===== config.mk =====
export PLATFORM = sky130hd
export DESIGN_NAME = pnir_out_fifo
export DESIGN_NICKNAME = d
export VERILOG_FILES = /design/src/sv/pepper_noise_island_removal_unit_macros.svh /design/src/sv/pnir_pkg.sv /design/src/sv/pnir_out_fifo.sv
export SDC_FILE = /design/constraint.sdc
export NUM_CORES = 1
export LEC_CHECK = 0
export BUFFER_PORTS_ARGS = -buffer_cell sky130_fd_sc_hd__buf_2
export CAP_MARGIN = 30
export CORE_MARGIN = 3
export CORE_UTILIZATION = 53
export DETAILED_ROUTE_END_ITERATION = 10
export GPL_TIMING_DRIVEN = 0
export PLACE_DENSITY = 0.86
export SYNTH_ARGS = -nofsm -noshare
export SYNTH_HDL_FRONTEND = slang
export SYNTH_SLANG_ARGS = --single-unit

===== constraint.sdc =====
create_clock -name clk_i -period 3.5 [get_ports clk_i]
set_input_delay 0 -clock clk_i [delete_from_list [all_inputs] [get_ports clk_i]]
set_output_delay 0 -clock clk_i [all_outputs]
set_load 0.05 [all_outputs]

===== src/sv/pepper_noise_island_removal_unit_macros.svh =====
// ---------------------------------------------------------------------------
// Assertion macros for the pepper noise island removal unit
// Concurrent checks clocked on clk_i and disabled during reset.
// ---------------------------------------------------------------------------
`ifndef PEPPER_NOISE_ISLAND_REMOVAL_UNIT_MACROS_SVH
`define PEPPER_NOISE_ISLAND_REMOVAL_UNIT_MACROS_SVH

`ifndef SYNTH
// property must hold at every clock edge outside reset
`define PNIR_ASSERT(name, prop) \
  name: assert property (@(posedge clk_i) disable iff (!rst_ni) (prop)) \
    else $error("pnir assertion failed");
// condition must never be true outside reset
`define PNIR_ASSERT_NEVER(name, cond) \
  name: assert property (@(posedge clk_i) disable iff (!rst_ni) !(cond)) \
    else $error("pnir forbidden condition seen");
`else
`define PNIR_ASSERT(name, prop)
`define PNIR_ASSERT_NEVER(name, cond)
`endif

`endif


===== src/sv/pnir_pkg.sv =====
// ---------------------------------------------------------------------------
// pnir_pkg
// Shared types, constants and helpers of the pepper noise island remover.
// ---------------------------------------------------------------------------
`timescale 1ns / 1ps
`default_nettype none

package pnir_pkg;

  localparam int unsigned ROWS  = 5;   // rows held in the line ring
  localparam int unsigned CFG_W = 11;  // width of the size registers

  typedef logic [7:0]            pix_t;
  typedef logic [2:0]            slot_t;  // ring slot, 0..ROWS-1
  typedef logic [ROWS-1:0][7:0]  col_t;   // one column, slot indexed

  localparam pix_t WHITE_FILL = 8'd255;
  localparam int unsigned SKIP_COLUMNS  = 2;
  localparam int unsigned CENTRE_OFFSET = 2;

  localparam logic [CFG_W-1:0] RST_WIDTH  = 11'd640;
  localparam logic [CFG_W-1:0] RST_HEIGHT = 11'd480;

  typedef enum logic [1:0] {
    CFG_WIDTH  = 2'd0,
    CFG_HEIGHT = 2'd1
  } cfg_idx_e;

  // per-item control handed from the sequencer to the window
  typedef struct packed {
    logic  step;       // item is processed this cycle
    logic  new_row;    // item is in column zero
    logic  centre_en;  // item makes a centre test
    slot_t base;       // slot of the oldest window row
    slot_t wslot;      // slot of the newest row
  } step_ctl_t;

  typedef struct packed {
    pix_t pixel;
    logic last;
  } out_item_t;

  function automatic slot_t slot_add(slot_t a, slot_t b);
    logic [3:0] s;
    s = {1'b0, a} + {1'b0, b};
    if (s >= 4'(ROWS)) s = s - 4'(ROWS);
    return s[2:0];
  endfunction

  function automatic slot_t slot_inc(slot_t a);
    return slot_add(a, 3'd1);
  endfunction

endpackage

`default_nettype wire


===== src/sv/pnir_out_fifo.sv =====
// ---------------------------------------------------------------------------
// pnir_out_fifo
// Two-entry output buffer that parts the pipeline from the output channel.
// ---------------------------------------------------------------------------
`timescale 1ns / 1ps
`default_nettype none

module pnir_out_fifo (
  input  wire                logic       clk_i,
  input  wire                logic       rst_ni,
  input  wire                logic       push_i,
  input  pnir_pkg::out_item_t            data_i,
  input  wire                logic       pop_i,
  output logic                           valid_o,
  output pnir_pkg::out_item_t            data_o,
  output logic               [1:0]       cnt_o
);
  import pnir_pkg::*;

  out_item_t mem_q [2];
  logic      wp_q, rp_q;
  logic [1:0] cnt_q;

  assign valid_o = (cnt_q != 2'd0);
  assign data_o  = mem_q[rp_q];
  assign cnt_o   = cnt_q;

  // pointers and fill count
  always_ff @(posedge clk_i or negedge rst_ni) begin
    if (!rst_ni) begin
      wp_q  <= 1'b0;
      rp_q  <= 1'b0;
      cnt_q <= 2'd0;
    end else begin
      if (push_i) wp_q <= ~wp_q;
      if (pop_i)  rp_q <= ~rp_q;
      cnt_q <= cnt_q + {1'b0, push_i} - {1'b0, pop_i};
    end
  end

  always_ff @(posedge clk_i) begin
    if (push_i) mem_q[wp_q] <= data_i;
  end

endmodule

`default_nettype wire


# After elaboration in Yosys (flattened, before gate mapping)
# Memory sizes are Yosys's and may differ from the RTL's.
# Cells that the tools add are included.
# totals
reg_bits	4
ramBits	18
out_inout_bits	12
mem_count	1
# op_classes
addsub	2
n_mux	2
bitwise_logic	2
reduce_logical	1
# mem_list
name	depth	width	rd	rd_ports_with_merged_regs	write_ports	line	rtl
mem_q	2	9	1	0	1	pnir_out_fifo.sv:20	out_item_t mem_q [2];
# op_table
op	n
$add 2x1->2	1
$mux 1	2
$not 1->1	2
$reduce_bool 2->1	1
$sub 2x1->2	1

# Logic depth before layout (Yosys ltp)
# Gate-level depths: netlist (run 1).
# logic_depth
word_depth	2
ltp_mapped	5
mapped_depth_nobuf	5

# Least setup slack after synthesis (run 1)
# Ideal clock, no wire load.
# synth_timing
kind	register -> register
start	register cnt_q[0], in the netlist cnt_o[0]
end	register cnt_q[1], in the netlist cnt_o[1]
setup_time_ns	0.135
arrival_time_ns	1.346
required_time_ns	3.365
setup_slack_ns	2.019
stages_incl_launch_ff	6
n_path_buf	0
cell_sequence	dfrtp_1 inv_1 ha_1 inv_1 ha_1 xor3_1
# synth_between
elab_chain_len	2
# synth_rtl
item	line	rtl
start, declared	pnir_out_fifo.sv:22	logic [1:0] cnt_q;
start signal, assigned	pnir_out_fifo.sv:37	cnt_q <= cnt_q + {1'b0, push_i} - {1'b0, pop_i};
$add 2x1->2	pnir_out_fifo.sv:37	
$sub 2x1->2	pnir_out_fifo.sv:37	
# Every way passes these cells.
# A chain may end at the register's enable or synchronous reset.

# Final worst setup path (run 1)
# layout_timing
start	register wp_q
end	memory mem_q[0][4] (netlist name) (enable)
# layout_rtl
item	line	rtl
start, declared	pnir_out_fifo.sv:21	logic wp_q, rp_q;
start signal, assigned	pnir_out_fifo.sv:35	if (push_i) wp_q <= ~wp_q;
end, declared	pnir_out_fifo.sv:20	
# Straight into the memory's write port.

==> metrics.cfg, run 1 <==
[power_and_ir_drop]
peakVddDrop_mv = 0.5975
seq_power_share_pct = 38.2
p_int_uw = 577.8
p_per_area_nw_per_um2 = 854.9
p_comb_share_pct = 50.5
p_switching_uw = 419.1
clkPwrFrac_pct = 11.3
swShare_pct = 42.04
p_leak_nw = 0.5114

[floorplan]
placementRows = 14
die_x_microns = 46.74
core_area_sq_um = 1541
dieHeight_microns = 46.74
io_pins = 25
initial_utilization_pct = 57.06
die_area_sq_um = 2185

[grt]
grt_max_degree = 13
grt_pass1_wl_microns = 2056
overflow = 0
grt_usage_pct = 13.71
antenna_found_initial = 0
grt_pass1_vias = 475

[setup_path]
worst-path-max-fanout = 9
endpoint_kind = register
cp_cell_sequence = nor2b_1
cp_top_family = simple AND/OR/NAND/NOR gates
crit_type = register to register
rrSetupSlack_ps = 2060
slowest_delay_ps = 670
r2r_start = wp_q
worstRegToRegCells = 1
arrival_ps = 1370
cp.depth = 1
critPathLaunch = wp_q
worstSetupStartpointType = register
endpoint = mem_q[0][4]
cp_data_required_time_ps = 3430
crit_slowest_cell = nor2b_1
crit_buf_inv = 0
r2r-end = mem_q[0][4]

[route]
post_drt_wl_per_cell_microns = 13.87
drtPass1Iterations = 4
vias = 482
drt_iter0_markers = 3
drt_drc_violations_left = 0
vias_per_cell = 4.918
ant_nets = 0
routed_wl_microns = 1359

[yosys]
synth_top_area_share_pct = 61.45
ys_seq_elements = 22
seq_area_frac_synth_pct = 72.83
syn-cell-area_sq_um = 879.6
syn_avg_cell_area_sq_um = 20.94
syn_nets = 57
syn_inst = 42
ys_types = 11
ys_warn_count = 0
ys_top_cells_by_area = edfxtp_1, mux2_4, dfrtp_1, ha_1, xor3_1
yosysTopAreaCell = edfxtp_1

[sta]
tightest_slew_ps = 840.5
fin_crit_ps = 1443
report.final.hold_viol_count = 0
timing.final.crit_share_pct = 41.24
fmax_ghz = 0.6929
final-max-slew-violation-count = 0
grt_setup_unrepaired = no
fin_tns_setup_ps = 0
slew_headroom_pct = 43.85
fin_skew_ps = 5.187
setup_violations = 0

[placed_design]
dp_cells = 82
numPortBuffers = 24
gp_congestion = 0.5941

[clocking]
cts_sinks = 22
clock_latency_ps = 290
cts_root_buf = clkbuf_4
cts.htree.levels = 1
path_clk_slew_ps = 110
numCtsBuffers = 3
cts_resized = 0
cts_tree = yes
cts_buffer_depth = 2

[finish]
fin_nets = 98
antenna_cells = 0
nFillCells = 98
final-instance-count-excl-fill = 98
layout-drive-gt1-share_pct = 46.34
syn_to_final_growth_pct = 32.57

[run_status]
status = completed

[job]
max_cap_violations = 0

[min_path]
hp-class = input pin to asynchronous set/reset pin

[worst min path at each step]
stage / endpoint / start / cells past startpoint / slack (ps)
after floorplan: cnt_o[0] / rst_ni / 0 / -300
after global placement: cnt_o[0] / rst_ni / 1 / -190
after detailed placement: cnt_o[0] / rst_ni / 1 / -190
after CTS: cnt_o[0] / rst_ni / 2 / 30
after global routing: rp_q / rst_ni / 2 / 50
final: rp_q / rst_ni / 2 / 50
[kinds of logic (layout without fill, tap and decap cells)]
family / after synthesis / in the layout / share of synthesized area, %
buffers and inverters: 3 / 43 / 2.134
DFF: 22 / 22 / 72.83
adders and majority gates: 2 / 2 / 2.844
xor gates and xnor gates: 3 / 3 / 4.694
muxes: 9 / 9 / 15.36
and+or+nand+nor: 3 / 3 / 2.135
[Yosys cell counts]
cell and number:
edfxtp_1 18, mux2_4 9, dfrtp_1 4, ha_1 2
inv_1 2, xor2_1 2, and2_1 1, buf_6 1
nor2b_1 1, or2_2 1, xor3_1 1
[area by class of cell]
class | count | area, sq um | share of cell area [%]
tap | 16 | 20.02 | 1.717
multi-input combinational | 17 | 220.2 | 18.88
clock buffer | 4 | 26.28 | 2.253
buffer | 1 | 11.26 | 0.9657
timing repair buffer | 36 | 240.2 | 20.60
inverter | 2 | 7.507 | 0.6438
sequential | 22 | 640.6 | 54.94
[sequential cells by signal, indices dropped and copies added, names as in the netlist]
signal,cells
cnt_o,2
wp_q,1
rp_q,1
mem_q,18
[stage by stage]
stage / total power [mW] / cell area, sq um / worst slack (ps) / utilization, % / hold WS [ps]
global route: 1.045 / 1166 / 1962 / 75.65 / 45.39
CTS: 1.005 / 1166 / 2013 / 75.65 / 27.13
finish: 0.9969 / 1166 / 2057 / 75.65 / 47.70
floorplan: 0.7954 / 879.6 / 2019 / - / -295.6
global placement: 0.8719 / 1020 / 2125 / 66.15 / -191.9
detailed placement: 0.8880 / 1020 / 2025 / 66.15 / -191.7
[repair_timing]
item,in CTS,in global routing
hold endpoints to repair,25,0
hold buffers,12,0
setup endpoints to repair,0,0
buffers inserted,0,0
[layer usage]
metal,vias to the layer above,routed length (microns),track usage [%]
li1,238,-,-
met1,232,557,16.02
met2,12,752,26.92
met3,0,49,2.299
met4,0,0,1.657
met5,-,0,0
[power groups by stage]
stage	sequential, mW	combinational [mW]	clock (mW)
floorplan	0.424	0.371	0
global placement	0.383	0.488	0
detailed placement	0.388	0.500	0
CTS	0.381	0.511	0.113
global route	0.389	0.532	0.124
finish	0.380	0.504	0.113
[placed cells by master, fill, tap and decap left out]
| cell type | n |
|---|---|
| or2_2 | 1 |
| inv_1 | 2 |
| xor2_1 | 2 |
| mux2_4 | 9 |
| clkbuf_4 | 3 |
| nor2b_1 | 1 |
| xor3_1 | 1 |
| dfrtp_1 | 4 |
| buf_6 | 1 |
| dlygate4sd3_1 | 12 |
| edfxtp_1 | 18 |
| and2_1 | 1 |
| clkbuf_1 | 1 |
| ha_1 | 2 |
| buf_2 | 24 |
(Power assumes the default switching activity.)
==> run 2, diff against run 1 <==
Settings changed: CORE_UTILIZATION 53 to 49, PLACE_DENSITY 0.86 to 0.81.
Clock period 3.5 ns to 1.5 ns, I/O delays scaled along.
==> metrics.cfg, run 2 (synthesized netlist as in run 1, its figures left out) <==
[run_status]
status = completed

[grt]
top_usage_layer = met2
grt_usage_pct = 13.02
grt_max_degree = 14
grtUsageMet1_pct = 12.63
overflow = 0
grt_pass1_vias = 541
use_met2_pct = 26.15
antenna_found_initial = 0
met3_usage_pct = 2.454
grt_pass1_wl_microns = 2318

[power_and_ir_drop]
p_per_area_nw_per_um2 = 2075
peakVddDrop_mv = 1.515
p_leak_nw = 0.5254

[clocking]
cts.htree.levels = 1
cts_sinks = 22
cts_root_buf = clkbuf_4
cts_tree = yes
path_clk_slew_ps = 110
numCtsBuffers = 3
cts_buffer_depth = 2
clock_latency_ps = 300

[setup_path]
slowest_delay_ps = 390
crit_type = register to primary output
cp_cell_sequence = buf_6, mux2_4, buf_2
worst-path-max-fanout = 10
arrival_ps = 1350
cp_data_required_time_ps = 1500
endpoint_kind = primary output
worstSetupStartpointType = register
crit_slowest_cell = dfrtp_1

[route]
vias = 483
ant_nets = 0
routed_wl_microns = 1339
vias_per_cell = 4.557
drt_drc_violations_left = 0
drtPass1Iterations = 4
post_drt_wl_per_cell_microns = 12.63
drt_iter0_markers = 5

[sta]
slew_headroom_pct = 67.24
fin_skew_ps = 2.257
fmax_ghz = 0.7420
tightest_slew_ps = 489.1
timing.final.crit_share_pct = 89.85
setup_violations = 0
fin_crit_ps = 1348
final-max-slew-violation-count = 0
report.final.hold_viol_count = 0
fin_tns_setup_ps = 0
setup_slack_ps = 152.2
grt_setup_unrepaired = no

[finish]
fin_nets = 98
regMostFlops = mem_q
nFillCells = 99
final_area_sq_um = 1205
syn_to_final_growth_pct = 36.98
mostFrequentLayoutCell = buf_2
antenna_cells = 0
largest_reg_flops = 18
layout-drive-gt1-share_pct = 48.78
final_cell_mix = buf_2, edfxtp_1, dlygate4sd3_1, mux2_4, dfrtp_1

[floorplan]
core_area_sq_um = 1594
initial_utilization_pct = 55.18
io_pins = 25
placementRows = 14
die_area_sq_um = 2340
dieHeight_microns = 48.37
die_x_microns = 48.37

[placed_design]
numPortBuffers = 24
pre_cts_slack_ps = 81.25
gp_congestion = 0.6943
dpl_cell_area_sq_um = 1030

[job]
max_cap_violations = 0

[min_path]
hp-class = input pin to asynchronous set/reset pin

==> run 2: worst paths after layout <==
check / start / end / slack (ps) / cells past startpoint
max reg2reg: wp_q / mem_q[0][0] / 290 / 1
min in group clk_i: data_i[8] / mem_q[0][8] / 410 / 2
min: rst_ni / wp_q / 40 / 2
max in group asynchronous: rst_ni / cnt_o[1] / 1350 / 2
max: rp_q / data_o[0] / 150 / 3
min reg2reg: wp_q / wp_q / 530 / 1
==> run 2: area by class of cell <==
| type | instances | area, sq um | area share, % |
|---|---|---|---|
| multi-input combinational | 17 | 222.7 | 18.48 |
| buffer | 1 | 11.26 | 0.9346 |
| clock buffer | 3 | 22.52 | 1.869 |
| tap | 24 | 30.03 | 2.492 |
| clock inverter | 1 | 30.03 | 2.492 |
| inverter | 2 | 7.507 | 0.6231 |
| timing repair buffer | 36 | 240.2 | 19.94 |
| sequential | 22 | 640.6 | 53.17 |
==> run 2: metal layers <==
metal	up-vias	wire length (microns)
li1	235	-
met1	236	503
met2	12	780
met3	0	54
met4	0	0
met5	-	0
==> run 2: repair_timing <==
action | CTS | global route
hold buffers | 12 | 0
endpoints found under the setup margin | 0 | 2
hold endpoints to repair | 25 | 0
buffers inserted | 0 | 0
gates resized for setup | 0 | 1
==> run 2: worst max-delay path: cells and delay by family, from the launching register on <==
family                 cells  cell delay (ps)
DFF                        1              390
buffers and inverters      2              360
muxes                      1              300
==> run 2: power by group <==
part / leakage [nW] / switching, mW / internal (mW)
logic: 0.282 / 0.756 / 0.415
registers: 0.216 / 0.0625 / 0.830
clock network: 0.0279 / 0.167 / 0.270
total: 0.525 / 0.986 / 1.51
==> run 2: per-stage QoR <==
stage	util [%]	hold WS, ps	power [mW]	cells
after global placement	64.60	-189.9	2.035	90
after floorplan	-	-295.6	1.856	42
after CTS	75.43	13.94	2.528	106
after global routing	75.59	26.09	2.622	106
after detailed placement	64.60	-186.9	2.069	90
final	75.59	35.24	2.500	106
==> run 3, diff against run 2 <==
--- a/config.mk
+++ b/config.mk
@@ -6,4 +6,5 @@
 export NUM_CORES = 1
 export LEC_CHECK = 0
+export ABC_CLOCK_PERIOD_IN_PS = 1500
 export BUFFER_PORTS_ARGS = -buffer_cell sky130_fd_sc_hd__buf_2
 export CAP_MARGIN = 30
==> constraint.sdc (replaced) <==
create_clock -name clk_i -period 1.5 [get_ports clk_i]
set_input_delay 0.375 -clock clk_i [delete_from_list [all_inputs] [get_ports clk_i]]
set_output_delay 0.375 -clock clk_i [all_outputs]
set_load 0.05 [all_outputs]
==> metrics.cfg, run 3 (synthesized netlist as in run 1, its figures left out) <==
[run_status]
status = finished, violations left
failed_checks = negative setup slack

[setup_path]
arrival_ps = 1300
worstSetupStartpointType = register
worst-path-max-fanout = 10
critPathLaunch = rp_q
r2r_start = cnt_o[0]
cp_data_required_time_ps = 1120
worstRegToRegCells = 6
r2r-end = cnt_o[1]
crit_type = register to primary output
rrSetupSlack_ps = 210
endpoint_kind = primary output

[power_and_ir_drop]
p_total_mw = 2.756
p_leak_nw = 0.5176
swShare_pct = 37.78
p_switching_mw = 1.041
clkPwrFrac_pct = 16.0
p_per_area_nw_per_um2 = 2317
peakVddDrop_mv = 1.610
p_comb_share_pct = 51.6
p_int_mw = 1.715
seq_power_share_pct = 32.4

[grt]
grt_pass1_wl_microns = 2325
grt_max_degree = 14
grt_usage_pct = 13.16
grt_pass1_vias = 525
antenna_found_initial = 0
overflow = 0

[sta]
timing.final.crit_share_pct = 111.7
fmax_ghz = 0.5966
setup_slack_ps = -176.1
final-max-slew-violation-count = 0
grt_setup_unrepaired = yes
setup_violations = 9
tightest_slew_ps = 478.6
fin_crit_ps = 1676
report.final.hold_viol_count = 0
fin_skew_ps = 5.086
slew_headroom_pct = 67.95

[min_path]
holdPathStages = 1
min_to = mem_q[0][6]
hp-class = input pin to register
holdCritStartpoint = data_i[6]

[clocking]
cts_tree = yes
cts_root_buf = clkbuf_4
cts_buffer_depth = 2
cts.htree.levels = 1
numCtsBuffers = 3
clock_latency_ps = 300
path_clk_slew_ps = 120
cts_sinks = 22

[route]
vias = 464
ant_nets = 0
drt_drc_violations_left = 0
post_drt_wl_per_cell_microns = 14.20
routed_wl_microns = 1377
vias_per_cell = 4.784
drt_iter0_markers = 11
drtPass1Iterations = 3

[floorplan]
dieHeight_microns = 48.37
placementRows = 14
io_pins = 25
core_area_sq_um = 1594
die_area_sq_um = 2340
initial_utilization_pct = 55.18
die_x_microns = 48.37

[finish]
mostFrequentLayoutCell = edfxtp_1
layout-drive-gt1-share_pct = 57.53
nFillCells = 102
syn_to_final_growth_pct = 35.28
largest_reg_flops = 18
regMostFlops = mem_q
final_cell_mix = edfxtp_1, buf_2, mux2_4, buf_6
fin_nets = 89
antenna_cells = 0

[placed_design]
pre_cts_slack_ps = -39.79
gp_congestion = 0.6943
numPortBuffers = 24

[job]
max_cap_violations = 0

==> run 3: cell count changes in the layout (fill, tap and decap cells not counted), sizes merged <==
cell / before / now
dlygate4sd3: 12 / 1
buf: 25 / 27
==> run 3: area by class of cell <==
class | count | area (sq um) | share of cell area (%)
clock inverter | 1 | 30.03 | 2.524
sequential | 22 | 640.6 | 53.84
tap | 24 | 30.03 | 2.524
inverter | 2 | 7.507 | 0.6309
buffer | 1 | 11.26 | 0.9464
clock buffer | 3 | 22.52 | 1.893
timing repair buffer | 27 | 222.7 | 18.72
multi-input combinational | 17 | 225.2 | 18.93
==> run 3: layer usage <==
metal / global-route usage [%] / part of all wire (%)
met5: 0 / 0
met4: 5.687 / 0
met3: 2.147 / 3.8
met2: 25.69 / 61
met1: 13.69 / 35
==> run 3: power groups by stage <==
stage	sequential [mW]	clock, mW	combinational, mW
6_report	0.892	0.442	1.42
5_1_grt	0.913	0.482	1.49
3_5_place_dp	0.907	0	1.16
3_3_place_gp	0.893	0	1.14
4_1_cts	0.892	0.451	1.39
2_1_floorplan	0.990	0	0.866
==> run 3: per-stage QoR <==
step	hold WS (ps)	std cells	instance area, sq um	utilization (%)	setup TNS (ps)
after global routing	228.9	97	1190	74.65	-1970
after detailed placement	188.1	90	1030	64.60	-356.1
after floorplan	79.41	42	879.6	-	0
final	252.8	97	1190	74.65	-1556
after global placement	185.1	90	1030	64.60	-113.8
after CTS	245.4	97	1176	73.78	-1690
==> run 3: worst max path at each step <==
stage / end / slack, ps / depth (start not counted)
6_report: data_o[7] / -180 / 3
5_1_grt: data_o[0] / -220 / 3
4_1_cts: data_o[0] / -190 / 3
3_5_place_dp: mem_q[0][1] / -40 / 2
3_3_place_gp: mem_q[0][1] / -10 / 2
2_1_floorplan: cnt_o[1] / 20 / 5
==> run 3: critical path, cell delays in order, from the launching register on <==
cell and delay [ps]:
dfrtp_1 390, buf_6 150, mux2_4 300, buf_6 150
==> run 3: repair_timing <==
| item | 4_1_cts | 5_1_grt |
|---|---|---|
| gates resized for setup | 22 | 4 |
| buffers inserted | 2 | 0 |
| hold buffers | 1 | 0 |
| hold endpoints to repair | 4 | 0 |
| endpoints found under the setup margin | 10 | 19 |
